--- src/sv/cs_pkg.sv ---
// types, codes and helper functions for the cooler supervisor
// no dependencies; used by every module of the block
`timescale 1ns / 1ps
`default_nettype none

package cs_pkg;

    // item actions
    localparam logic [1:0] ACT_TICK     = 2'd0;
    localparam logic [1:0] ACT_FLUSH    = 2'd1;
    localparam logic [1:0] ACT_OVERRIDE = 2'd2;

    // configuration register indexes
    localparam logic [2:0] CFG_STARTUP_TICKS  = 3'd0;
    localparam logic [2:0] CFG_UPDATE_IVL     = 3'd1;
    localparam logic [2:0] CFG_PRESSURE_LIMIT = 3'd2;
    localparam logic [2:0] CFG_FLOW_MIN       = 3'd3;
    localparam logic [2:0] CFG_FLOW_GRACE     = 3'd4;
    localparam logic [2:0] CFG_FLUSH_TIMEOUT  = 3'd5;

    // switch / override positions
    localparam logic [2:0] POS_NONE     = 3'd0;
    localparam logic [2:0] POS_RESET    = 3'd1;
    localparam logic [2:0] POS_PRECHILL = 3'd2;
    localparam logic [2:0] POS_LOW      = 3'd3;
    localparam logic [2:0] POS_MED      = 3'd4;
    localparam logic [2:0] POS_HIGH     = 3'd5;

    // mode codes as seen on the result word
    localparam logic [2:0] MC_STARTUP  = 3'd0;
    localparam logic [2:0] MC_RESET    = 3'd1;
    localparam logic [2:0] MC_REQRESET = 3'd2;
    localparam logic [2:0] MC_FLUSH    = 3'd3;
    localparam logic [2:0] MC_PRECHILL = 3'd4;
    localparam logic [2:0] MC_LOW      = 3'd5;
    localparam logic [2:0] MC_MED      = 3'd6;
    localparam logic [2:0] MC_HIGH     = 3'd7;

    // fault bit positions
    localparam int F_STARTUP  = 0;
    localparam int F_COOLANT  = 1;
    localparam int F_FLOW     = 2;
    localparam int F_PRESSURE = 3;
    localparam int F_UNDERV   = 4;
    localparam int F_OVERV    = 5;
    localparam int F_COMP     = 6;

    localparam logic [3:0] BLINK_NONE  = 4'd0;
    localparam logic [3:0] BLINK_COMP  = 4'd6;
    localparam logic [3:0] BLINK_OTHER = 4'd14;

    localparam logic [1:0] BAND_LOW  = 2'd0;
    localparam logic [1:0] BAND_MED  = 2'd1;
    localparam logic [1:0] BAND_HIGH = 2'd2;

    localparam logic [15:0] START_MAX   = 16'hFFFF;
    localparam logic [19:0] ELAPSED_MAX = 20'hFFFFF;

    typedef enum logic [7:0] {
        MODE_STARTUP  = 8'b0000_0001,
        MODE_RESET    = 8'b0000_0010,
        MODE_REQRESET = 8'b0000_0100,
        MODE_FLUSH    = 8'b0000_1000,
        MODE_PRECHILL = 8'b0001_0000,
        MODE_LOW      = 8'b0010_0000,
        MODE_MED      = 8'b0100_0000,
        MODE_HIGH     = 8'b1000_0000
    } mode_t;

    typedef struct packed {
        logic [1:0]  action;
        logic [15:0] pressure_kpa;
        logic        coolant_ok;
        logic [2:0]  compressor_code;
        logic        over_voltage;
        logic        low_supply;
        logic        pump_running;
        logic [15:0] pump_run_ms;
        logic [15:0] flow_rate;
        logic [2:0]  switch_position;
        logic [2:0]  override_position;
    } item_t;

    typedef struct packed {
        logic [2:0] mode;
        logic [6:0] fault_flags;
        logic [3:0] blink_code;
        logic [2:0] latched_code;
        logic       update_done;
        logic       enable_request;
        logic       shirt_pump_on;
        logic [1:0] temp_band;
    } result_t;

    typedef struct packed {
        logic [15:0] startup_ticks;
        logic [15:0] update_interval;
        logic [15:0] pressure_limit_kpa;
        logic [15:0] flow_min;
        logic [15:0] flow_grace_ms;
        logic [19:0] flush_max_ticks;
    } cfg_t;

    typedef struct packed {
        mode_t       mode;
        logic [6:0]  fault;
        logic [2:0]  code;
        logic [15:0] startup_count;
        logic [15:0] interval_count;
        logic        flush_pending;
        logic [19:0] flush_elapsed;
        logic [2:0]  override_pos;
    } state_t;

    function automatic logic [2:0] mode_code(input mode_t m);
        logic [2:0] c;
        c = MC_STARTUP;
        unique case (m)
            MODE_STARTUP:  c = MC_STARTUP;
            MODE_RESET:    c = MC_RESET;
            MODE_REQRESET: c = MC_REQRESET;
            MODE_FLUSH:    c = MC_FLUSH;
            MODE_PRECHILL: c = MC_PRECHILL;
            MODE_LOW:      c = MC_LOW;
            MODE_MED:      c = MC_MED;
            MODE_HIGH:     c = MC_HIGH;
            default:       c = MC_STARTUP;
        endcase
        return c;
    endfunction

    // first set fault wins; compressor fault reports its captured code
    function automatic logic [3:0] blink_of(input logic [6:0] f, input logic [2:0] code);
        logic [3:0] b;
        if (f[F_STARTUP])
            b = 4'd1;
        else if (f[F_COOLANT])
            b = 4'd2;
        else if (f[F_FLOW])
            b = 4'd3;
        else if (f[F_PRESSURE])
            b = 4'd4;
        else if (f[F_UNDERV])
            b = 4'd5;
        else if (f[F_OVERV])
            b = 4'd6;
        else if (f[F_COMP] && code != 3'd0)
            b = BLINK_COMP + {1'b0, code};
        else if (f != 7'd0)
            b = BLINK_OTHER;
        else
            b = BLINK_NONE;
        return b;
    endfunction

endpackage

`default_nettype wire

--- src/sv/cooler_supervisor_fsm.sv ---
// an accepted item passes the item register and step logic into the result register;
// throughput: one item per clock if not stalled, limited by the single step stage between
// them; the item side stalls only while both are full and the result side stalls.
// reset: asynchronous, active low; clears mode, faults, counters, override and the
// configuration registers to their defaults; no clearing pass, items taken at once
`timescale 1ns / 1ps
`default_nettype none

module cooler_supervisor_fsm (
    input  wire logic            clk,
    input  wire logic            rst_n,
    input  wire logic            item_valid,
    output logic                 item_stall,
    input  wire cs_pkg::item_t   item,
    output logic                 result_valid,
    input  wire logic            result_stall,
    output cs_pkg::result_t      result,
    input  wire logic            cfg_valid,
    output logic                 cfg_ready,
    input  wire logic [2:0]      cfg_index,
    input  wire logic [19:0]     cfg_data
);

    cs_pkg::item_t   item_reg;
    logic            item_valid_reg;
    cs_pkg::result_t result_reg;
    logic            result_valid_reg;
    cs_pkg::state_t  st_reg;
    cs_pkg::state_t  st_next;
    cs_pkg::cfg_t    cfg_reg;
    cs_pkg::result_t res_next;
    logic            advance;
    logic            take;

    // item moves on when the result register is empty or being drained
    assign advance      = item_valid_reg && (!result_valid_reg || !result_stall);
    assign item_stall   = item_valid_reg && !(!result_valid_reg || !result_stall);
    assign take         = item_valid && !item_stall;
    assign result_valid = result_valid_reg;
    assign result       = result_reg;
    assign cfg_ready    = 1'b1;

    cs_step u_step (
        .item    (item_reg),
        .cfg     (cfg_reg),
        .st      (st_reg),
        .st_next (st_next),
        .res     (res_next)
    );

    always_ff @(posedge clk or negedge rst_n)
    begin
        if (!rst_n)
        begin
            item_valid_reg   <= 1'b0;
            result_valid_reg <= 1'b0;
        end
        else
        begin
            if (take)
                item_valid_reg <= 1'b1;
            else if (advance)
                item_valid_reg <= 1'b0;
            if (advance)
                result_valid_reg <= 1'b1;
            else if (!result_stall)
                result_valid_reg <= 1'b0;
        end
    end

    always_ff @(posedge clk)
    begin
        if (take)
            item_reg <= item;
        if (advance)
            result_reg <= res_next;
    end

    always_ff @(posedge clk or negedge rst_n)
    begin
        if (!rst_n)
        begin
            st_reg.mode           <= cs_pkg::MODE_STARTUP;
            st_reg.fault          <= '0;
            st_reg.code           <= '0;
            st_reg.startup_count  <= '0;
            st_reg.interval_count <= '0;
            st_reg.flush_pending  <= 1'b0;
            st_reg.flush_elapsed  <= '0;
            st_reg.override_pos   <= cs_pkg::POS_NONE;
        end
        else if (advance)
            st_reg <= st_next;
    end

    always_ff @(posedge clk or negedge rst_n)
    begin
        if (!rst_n)
        begin
            cfg_reg.startup_ticks      <= 16'd1000;
            cfg_reg.update_interval    <= 16'd100;
            cfg_reg.pressure_limit_kpa <= 16'd2000;
            cfg_reg.flow_min           <= 16'd500;
            cfg_reg.flow_grace_ms      <= 16'd5000;
            cfg_reg.flush_max_ticks    <= 20'd60000;
        end
        else if (cfg_valid && cfg_ready)
        begin
            unique case (cfg_index)
                cs_pkg::CFG_STARTUP_TICKS:  cfg_reg.startup_ticks      <= cfg_data[15:0];
                cs_pkg::CFG_UPDATE_IVL:     cfg_reg.update_interval    <= cfg_data[15:0];
                cs_pkg::CFG_PRESSURE_LIMIT: cfg_reg.pressure_limit_kpa <= cfg_data[15:0];
                cs_pkg::CFG_FLOW_MIN:       cfg_reg.flow_min           <= cfg_data[15:0];
                cs_pkg::CFG_FLOW_GRACE:     cfg_reg.flow_grace_ms      <= cfg_data[15:0];
                cs_pkg::CFG_FLUSH_TIMEOUT:  cfg_reg.flush_max_ticks    <= cfg_data;
                default: ;
            endcase
        end
    end

endmodule

`default_nettype wire

--- src/sv/cs_step.sv ---
// next-state and result logic for one item of the cooler supervisor
// depends on cs_pkg
`timescale 1ns / 1ps
`default_nettype none

module cs_step (
    input  wire cs_pkg::item_t  item,
    input  wire cs_pkg::cfg_t   cfg,
    input  wire cs_pkg::state_t st,
    output cs_pkg::state_t      st_next,
    output cs_pkg::result_t     res
);

    cs_pkg::state_t s;
    logic           done;
    logic           go;
    logic [2:0]     pos;

    always_comb
    begin
        s    = st;
        done = 1'b0;
        go   = 1'b1;
        pos  = (st.override_pos != cs_pkg::POS_NONE) ? st.override_pos : item.switch_position;

        unique case (item.action)
            cs_pkg::ACT_FLUSH:
            begin
                s.flush_pending = (st.mode != cs_pkg::MODE_FLUSH);
            end
            cs_pkg::ACT_OVERRIDE:
            begin
                s.override_pos = (st.override_pos == item.override_position) ?
                                 cs_pkg::POS_NONE : item.override_position;
            end
            cs_pkg::ACT_TICK:
            begin
                if (s.startup_count != cs_pkg::START_MAX)
                    s.startup_count = s.startup_count + 16'd1;
                if (s.mode == cs_pkg::MODE_FLUSH && s.flush_elapsed != cs_pkg::ELAPSED_MAX)
                    s.flush_elapsed = s.flush_elapsed + 20'd1;

                if (s.mode == cs_pkg::MODE_STARTUP)
                begin
                    if (s.startup_count < cfg.startup_ticks)
                        go = 1'b0;
                    else
                    begin
                        s.interval_count              = '0;
                        s.fault[cs_pkg::F_STARTUP]    = 1'b1;
                    end
                end

                if (go)
                begin
                    if (s.interval_count == '0)
                    begin
                        // zero interval behaves as one: update on every tick
                        s.interval_count = (cfg.update_interval == '0) ?
                                           '0 : cfg.update_interval - 16'd1;
                        done   = 1'b1;
                        s.code = item.compressor_code;
                        if (item.pressure_kpa >= cfg.pressure_limit_kpa)
                            s.fault[cs_pkg::F_PRESSURE] = 1'b1;
                        if (!item.coolant_ok)
                            s.fault[cs_pkg::F_COOLANT] = 1'b1;
                        if (item.compressor_code != 3'd0)
                            s.fault[cs_pkg::F_COMP] = 1'b1;
                        if (item.over_voltage)
                            s.fault[cs_pkg::F_OVERV] = 1'b1;
                        if (item.low_supply)
                            s.fault[cs_pkg::F_UNDERV] = 1'b1;
                        if (item.pump_running && item.flow_rate < cfg.flow_min &&
                            item.pump_run_ms >= cfg.flow_grace_ms)
                            s.fault[cs_pkg::F_FLOW] = 1'b1;

                        if (s.mode != cs_pkg::MODE_FLUSH && s.flush_pending)
                        begin
                            s.mode          = cs_pkg::MODE_FLUSH;
                            s.flush_elapsed = '0;
                        end
                        else if (!(s.mode == cs_pkg::MODE_FLUSH && s.flush_pending &&
                                   s.flush_elapsed < cfg.flush_max_ticks))
                        begin
                            // not flushing, or flush over: a finished flush is marked like a fresh start-up
                            if (s.mode == cs_pkg::MODE_FLUSH)
                            begin
                                s.fault[cs_pkg::F_STARTUP] = 1'b1;
                                s.flush_pending            = 1'b0;
                            end
                            if (s.fault != 7'd0)
                                s.mode = cs_pkg::MODE_REQRESET;
                            if (pos == cs_pkg::POS_RESET)
                            begin
                                s.fault = '0;
                                s.code  = '0;
                                s.mode  = cs_pkg::MODE_RESET;
                            end
                            else if (s.mode != cs_pkg::MODE_REQRESET)
                            begin
                                case (pos)
                                    cs_pkg::POS_PRECHILL: s.mode = cs_pkg::MODE_PRECHILL;
                                    cs_pkg::POS_LOW:      s.mode = cs_pkg::MODE_LOW;
                                    cs_pkg::POS_MED:      s.mode = cs_pkg::MODE_MED;
                                    cs_pkg::POS_HIGH:     s.mode = cs_pkg::MODE_HIGH;
                                    default:              ;
                                endcase
                            end
                        end
                    end
                    else
                        s.interval_count = s.interval_count - 16'd1;
                end
            end
            default: ;
        endcase
    end

    always_comb
    begin
        st_next            = s;
        res.mode           = cs_pkg::mode_code(s.mode);
        res.fault_flags    = s.fault;
        res.blink_code     = cs_pkg::blink_of(s.fault, s.code);
        res.latched_code   = s.code;
        res.update_done    = done;
        res.enable_request = 1'b0;
        res.shirt_pump_on  = 1'b0;
        res.temp_band      = cs_pkg::BAND_HIGH;
        unique case (s.mode) inside
            cs_pkg::MODE_PRECHILL:
            begin
                res.enable_request = 1'b1;
                res.temp_band      = cs_pkg::BAND_MED;
            end
            cs_pkg::MODE_LOW:
            begin
                res.enable_request = 1'b1;
                res.shirt_pump_on  = 1'b1;
                res.temp_band      = cs_pkg::BAND_LOW;
            end
            cs_pkg::MODE_MED:
            begin
                res.enable_request = 1'b1;
                res.shirt_pump_on  = 1'b1;
                res.temp_band      = cs_pkg::BAND_MED;
            end
            cs_pkg::MODE_HIGH:
            begin
                res.enable_request = 1'b1;
                res.shirt_pump_on  = 1'b1;
            end
            cs_pkg::MODE_FLUSH:
            begin
                res.shirt_pump_on = 1'b1;
            end
            cs_pkg::MODE_STARTUP, cs_pkg::MODE_RESET, cs_pkg::MODE_REQRESET: ;
            default: ;
        endcase
    end

endmodule

`default_nettype wire

--- config.mk ---
export PLATFORM = sky130hd
export DESIGN_NAME = cooler_supervisor_fsm
export DESIGN_NICKNAME = d
export VERILOG_FILES = /design/src/sv/cs_pkg.sv /design/src/sv/cooler_supervisor_fsm.sv /design/src/sv/cs_step.sv
export SDC_FILE = /design/constraint.sdc
export NUM_CORES = 1
export LEC_CHECK = 0
export BUFFER_PORTS_ARGS = -buffer_cell sky130_fd_sc_hd__buf_2
export CORE_UTILIZATION = 60
export CTS_CLUSTER_SIZE = 25
export DETAILED_ROUTE_END_ITERATION = 10
export PLACE_DENSITY = 0.84
export SLEW_MARGIN = 20
export SYNTH_ARGS = -nofsm -noshare
export SYNTH_HDL_FRONTEND = slang
export SYNTH_SLANG_ARGS = --single-unit
export TNS_END_PERCENT = 50
--- constraint.sdc ---
create_clock -name clk -period 6.9 [get_ports clk]
set_clock_uncertainty 0.2 [all_clocks]
set_input_delay 1.035 -clock clk [delete_from_list [all_inputs] [get_ports clk]]
set_output_delay 1.035 -clock clk [all_outputs]
set_load 0.005 [all_outputs]
==> results by group <==
Hold path
  • Hold crit path type: in -> async

Global route
  • Global route total overflow: 0
  • First-pass GRT wire length: 51800 um
  • Largest net degree at the start of global routing: 64
  • Vias in the first global route: 10400
  • GRT Total Usage: 0.276
  • Initial antenna violation count: 0

Clock tree
  • CTS tree: built
  • Num CTS Buffers: 27
  • Clock Path Buffers: 3
  • CTS Hold Buffers Added: 0
  • CTS clk-pin slew, worst paths: 0.06 ns
  • CTS Sinks: 260
  • Clock H-tree levels: 1
  • Root buf cell: clkbuf_16
  • Worst skew pair latency: 0.56 ns

Logic synthesis
  • Sequential-to-total area share from yosys stat: 0.502
  • Synth top area share: 0.256
  • Syn Area/Cell: 10.3 um2
  • Synth warnings: 0
  • Asr flop ratio synth: 0.677
  • Syn_nets: 1525
  • Post-synth EDFFs: 84
  • Mapped Area: 0.0139 mm2
  • Synth area leaders: dfrtp_1 (26%), edfxtp_1 (18%), ha_1 (7.8%)
  • Most numerous cell in the Yosys netlist: nand2_1
  • Top cells by count, synth: nand2_1 (165), dfrtp_1 (142), o21ai_0 (112)
  • Syn Inst Count: 1348
  • Library cells used by synthesis: 81
  • Primary FF master, synth: dfrtp_1
  • Flops & latches, synth: 260
  • Leading area contributor after synthesis: dfrtp_1

Routing
  • DRT Wirelength: 32600 um
  • Initial DRC count: 860
  • Routed Antenna Nets: 0
  • # DRC: 0
  • Pre-antenna DRT Iters: 5
  • Vias/cell: 6.05
  • WL/cell: 18.3 um
  • Vias: 10700

Setup path
  • Crit path arrival time: 6.60 ns
  • Crit-path cells: or4_4 -> or4_1 -> a31oi_2 -> and4_1 -> nand3_1 -> nor2_1 -> nand3_1 -> nor3_1 -> xor2_1 -> ha_1 -> nand4_1 -> nor4_1 -> o21ai_0 -> o2111ai_1 -> a41o_2 -> inv_1 -> or4_1 -> o21ai_2 -> xnor2_1 -> mux2i_1 -> or3_1
  • Slowest stage delay, CP: 0.64 ns
  • Crit-path max FO: 7
  • Worst path buffer plus inverter count: 1
  • Worst setup EP type: flop
  • Startpoint types: flop
  • Crit-path leading delay family: simple AND/OR/NAND/NOR gates
  • Crit-path slowest cell: or4_1
  • Crit path kind: reg -> reg
  • WP data required: 7.00 ns

STA
  • Slew HR: 0.258
  • RSZ-0062 raised after global routing: false
  • Final setup vio count: 0
  • Max Fclk: 0.154 GHz
  • Hold Vio Cnt, Final: 0
  • Final TNS setup: 0 ns
  • Actual slew at the worst max-slew pin: 1.11 ns
  • Min Tclk post-route: 6.50 ns
  • Final Max Tran Viols: 0
  • Period utilization: 0.942
  • Worst setup margin: 0.398 ns

Power
  • Switching Share: 0.297
  • Max VDD drop: 0.273 mV
  • P_leak: 6.99 nW
  • Part of the power in registers: 0.459
  • Net switching power: 1.31 mW
  • PD cells: 281 mW/mm2
  • Comb power frac: 0.215
  • Share of total power in the clock network: 0.327
  • P_int: 3.11 mW

Die
  • Die Wd: 154 um
  • Core footprint: 0.0226 mm2
  • Rows: 55
  • Die Y: 154 um
  • IO Pins: 116
  • Die outline area: 0.0237 mm2
  • Initial Utilization: 0.613

Placement
  • RD Place Congestion: 0.935
  • Placed insts: 1725
  • Worst slack, placed: 0.374 ns
  • PortBufs: 114
  • Post-DP HPWL: 23000 um

Final layout
  • Fill count: 1561
  • Register Area: 0.00697 mm2
  • Multi-input gate area: 0.00641 mm2
  • Nets@finish: 1648
  • P&R area growth vs syn: 13.5%
  • Final non-filler cell total: 1777
  • Fin util: 0.696
  • Max FFs per register: 100
  • Ant. Diodes: 0
  • Layout cells sized above 1: 0.195

Run status
  • Status: finished, final reports clean

Run
  • Max cap viols: 0
## cell type report
type,instances,share of cell area
Tap cell,285,0.0226
Clock buffer,42,0.0511
Inverter,104,0.0248
Sequential cell,260,0.442
Clock inverter,8,0.00508
Multi-Input combinational cell,943,0.407
Timing Repair Buffer,135,0.0471
## final timing paths
| check | startpoint | end | slack (ns) | cells after the start |
|---|---|---|---|---|
| max in group asynchronous | rst_n | cfg_reg[1] | 4.99 | 2 |
| min in group clk | st_reg[66] | st_reg[66] | 0.29 | 1 |
| max reg2reg | st_reg[70] | result[1] | 0.40 | 21 |
| min | rst_n | cfg_reg[50] | 0.22 | 1 |
| min reg2reg | st_reg[66] | st_reg[66] | 0.29 | 1 |
| max | st_reg[70] | result[1] | 0.40 | 21 |
## repair_timing
action / in CTS / in global routing
endpoints found under the setup margin: 0 / 11
buffers inserted: 0 / 0
resized for setup: 0 / 9
## layer usage
metal  part of all wire  track usage  vias to the layer above
met5                  0            0                        -
met4              0.039        0.118                        0
met3              0.064       0.0485                       90
met2               0.48        0.461                      407
met1               0.42        0.356                     5171
li1                   -            -                     5080
## cell families after synthesis
family                   share of synthesized area
multiplexers                                0.0468
buffers and inverters                       0.0415
AND/OR/NAND/NOR                              0.158
flip-flops                                   0.502
other                                     0.000270
XOR/XNOR                                    0.0416
adder cells (fa/ha/maj)                     0.0775
AO/OA/AOI/OAI                                0.132
## layout by cell type (no fill, tap or decap), types with 37 or more instances in the layout
cell type | Yosys | routed
nand2_1 | 165 | 165
dfrtp_1 | 142 | 142
buf_2 | 2 | 113
o21ai_0 | 112 | 110
inv_1 | 103 | 103
ha_1 | 86 | 85
nor2_1 | 85 | 84
edfxtp_1 | 84 | 84
a21oi_1 | 61 | 60
mux2_2 | 55 | 55
nand3_1 | 37 | 37
## metrics by stage
stage               cell area [um2]  total power, mW  hold slack (ns)
finish                        15800             4.42            0.216
global route                  15800             4.63            0.264
CTS                           15700             4.41            0.245
detailed placement            14800             2.97            0.282
global placement              14800             2.91            0.275
floorplan                     13900             2.66            0.257
## power groups by stage
stage	clock network [mW]	registers (mW)	logic, mW
2_1_floorplan	0	2.00	0.664
3_3_place_gp	0	2.04	0.871
3_5_place_dp	0	2.05	0.916
4_1_cts	1.46	2.02	0.931
5_1_grt	1.52	2.05	1.06
6_report	1.44	2.03	0.950
## worst register-to-register path, cell delays in order (launching register included)
cell,delay [ns]
dfrtp_1,0.42
or4_4,0.56
or4_1,0.64
a31oi_2,0.27
and4_1,0.28
nand3_1,0.25
nor2_1,0.25
nand3_1,0.13
nor3_1,0.20
xor2_1,0.14
ha_1,0.31
nand4_1,0.15
nor4_1,0.40
o21ai_0,0.17
o2111ai_1,0.14
a41o_2,0.25
inv_1,0.12
or4_1,0.56
o21ai_2,0.18
xnor2_1,0.21
mux2i_1,0.13
or3_1,0.31
(Power assumes the default switching activity.)
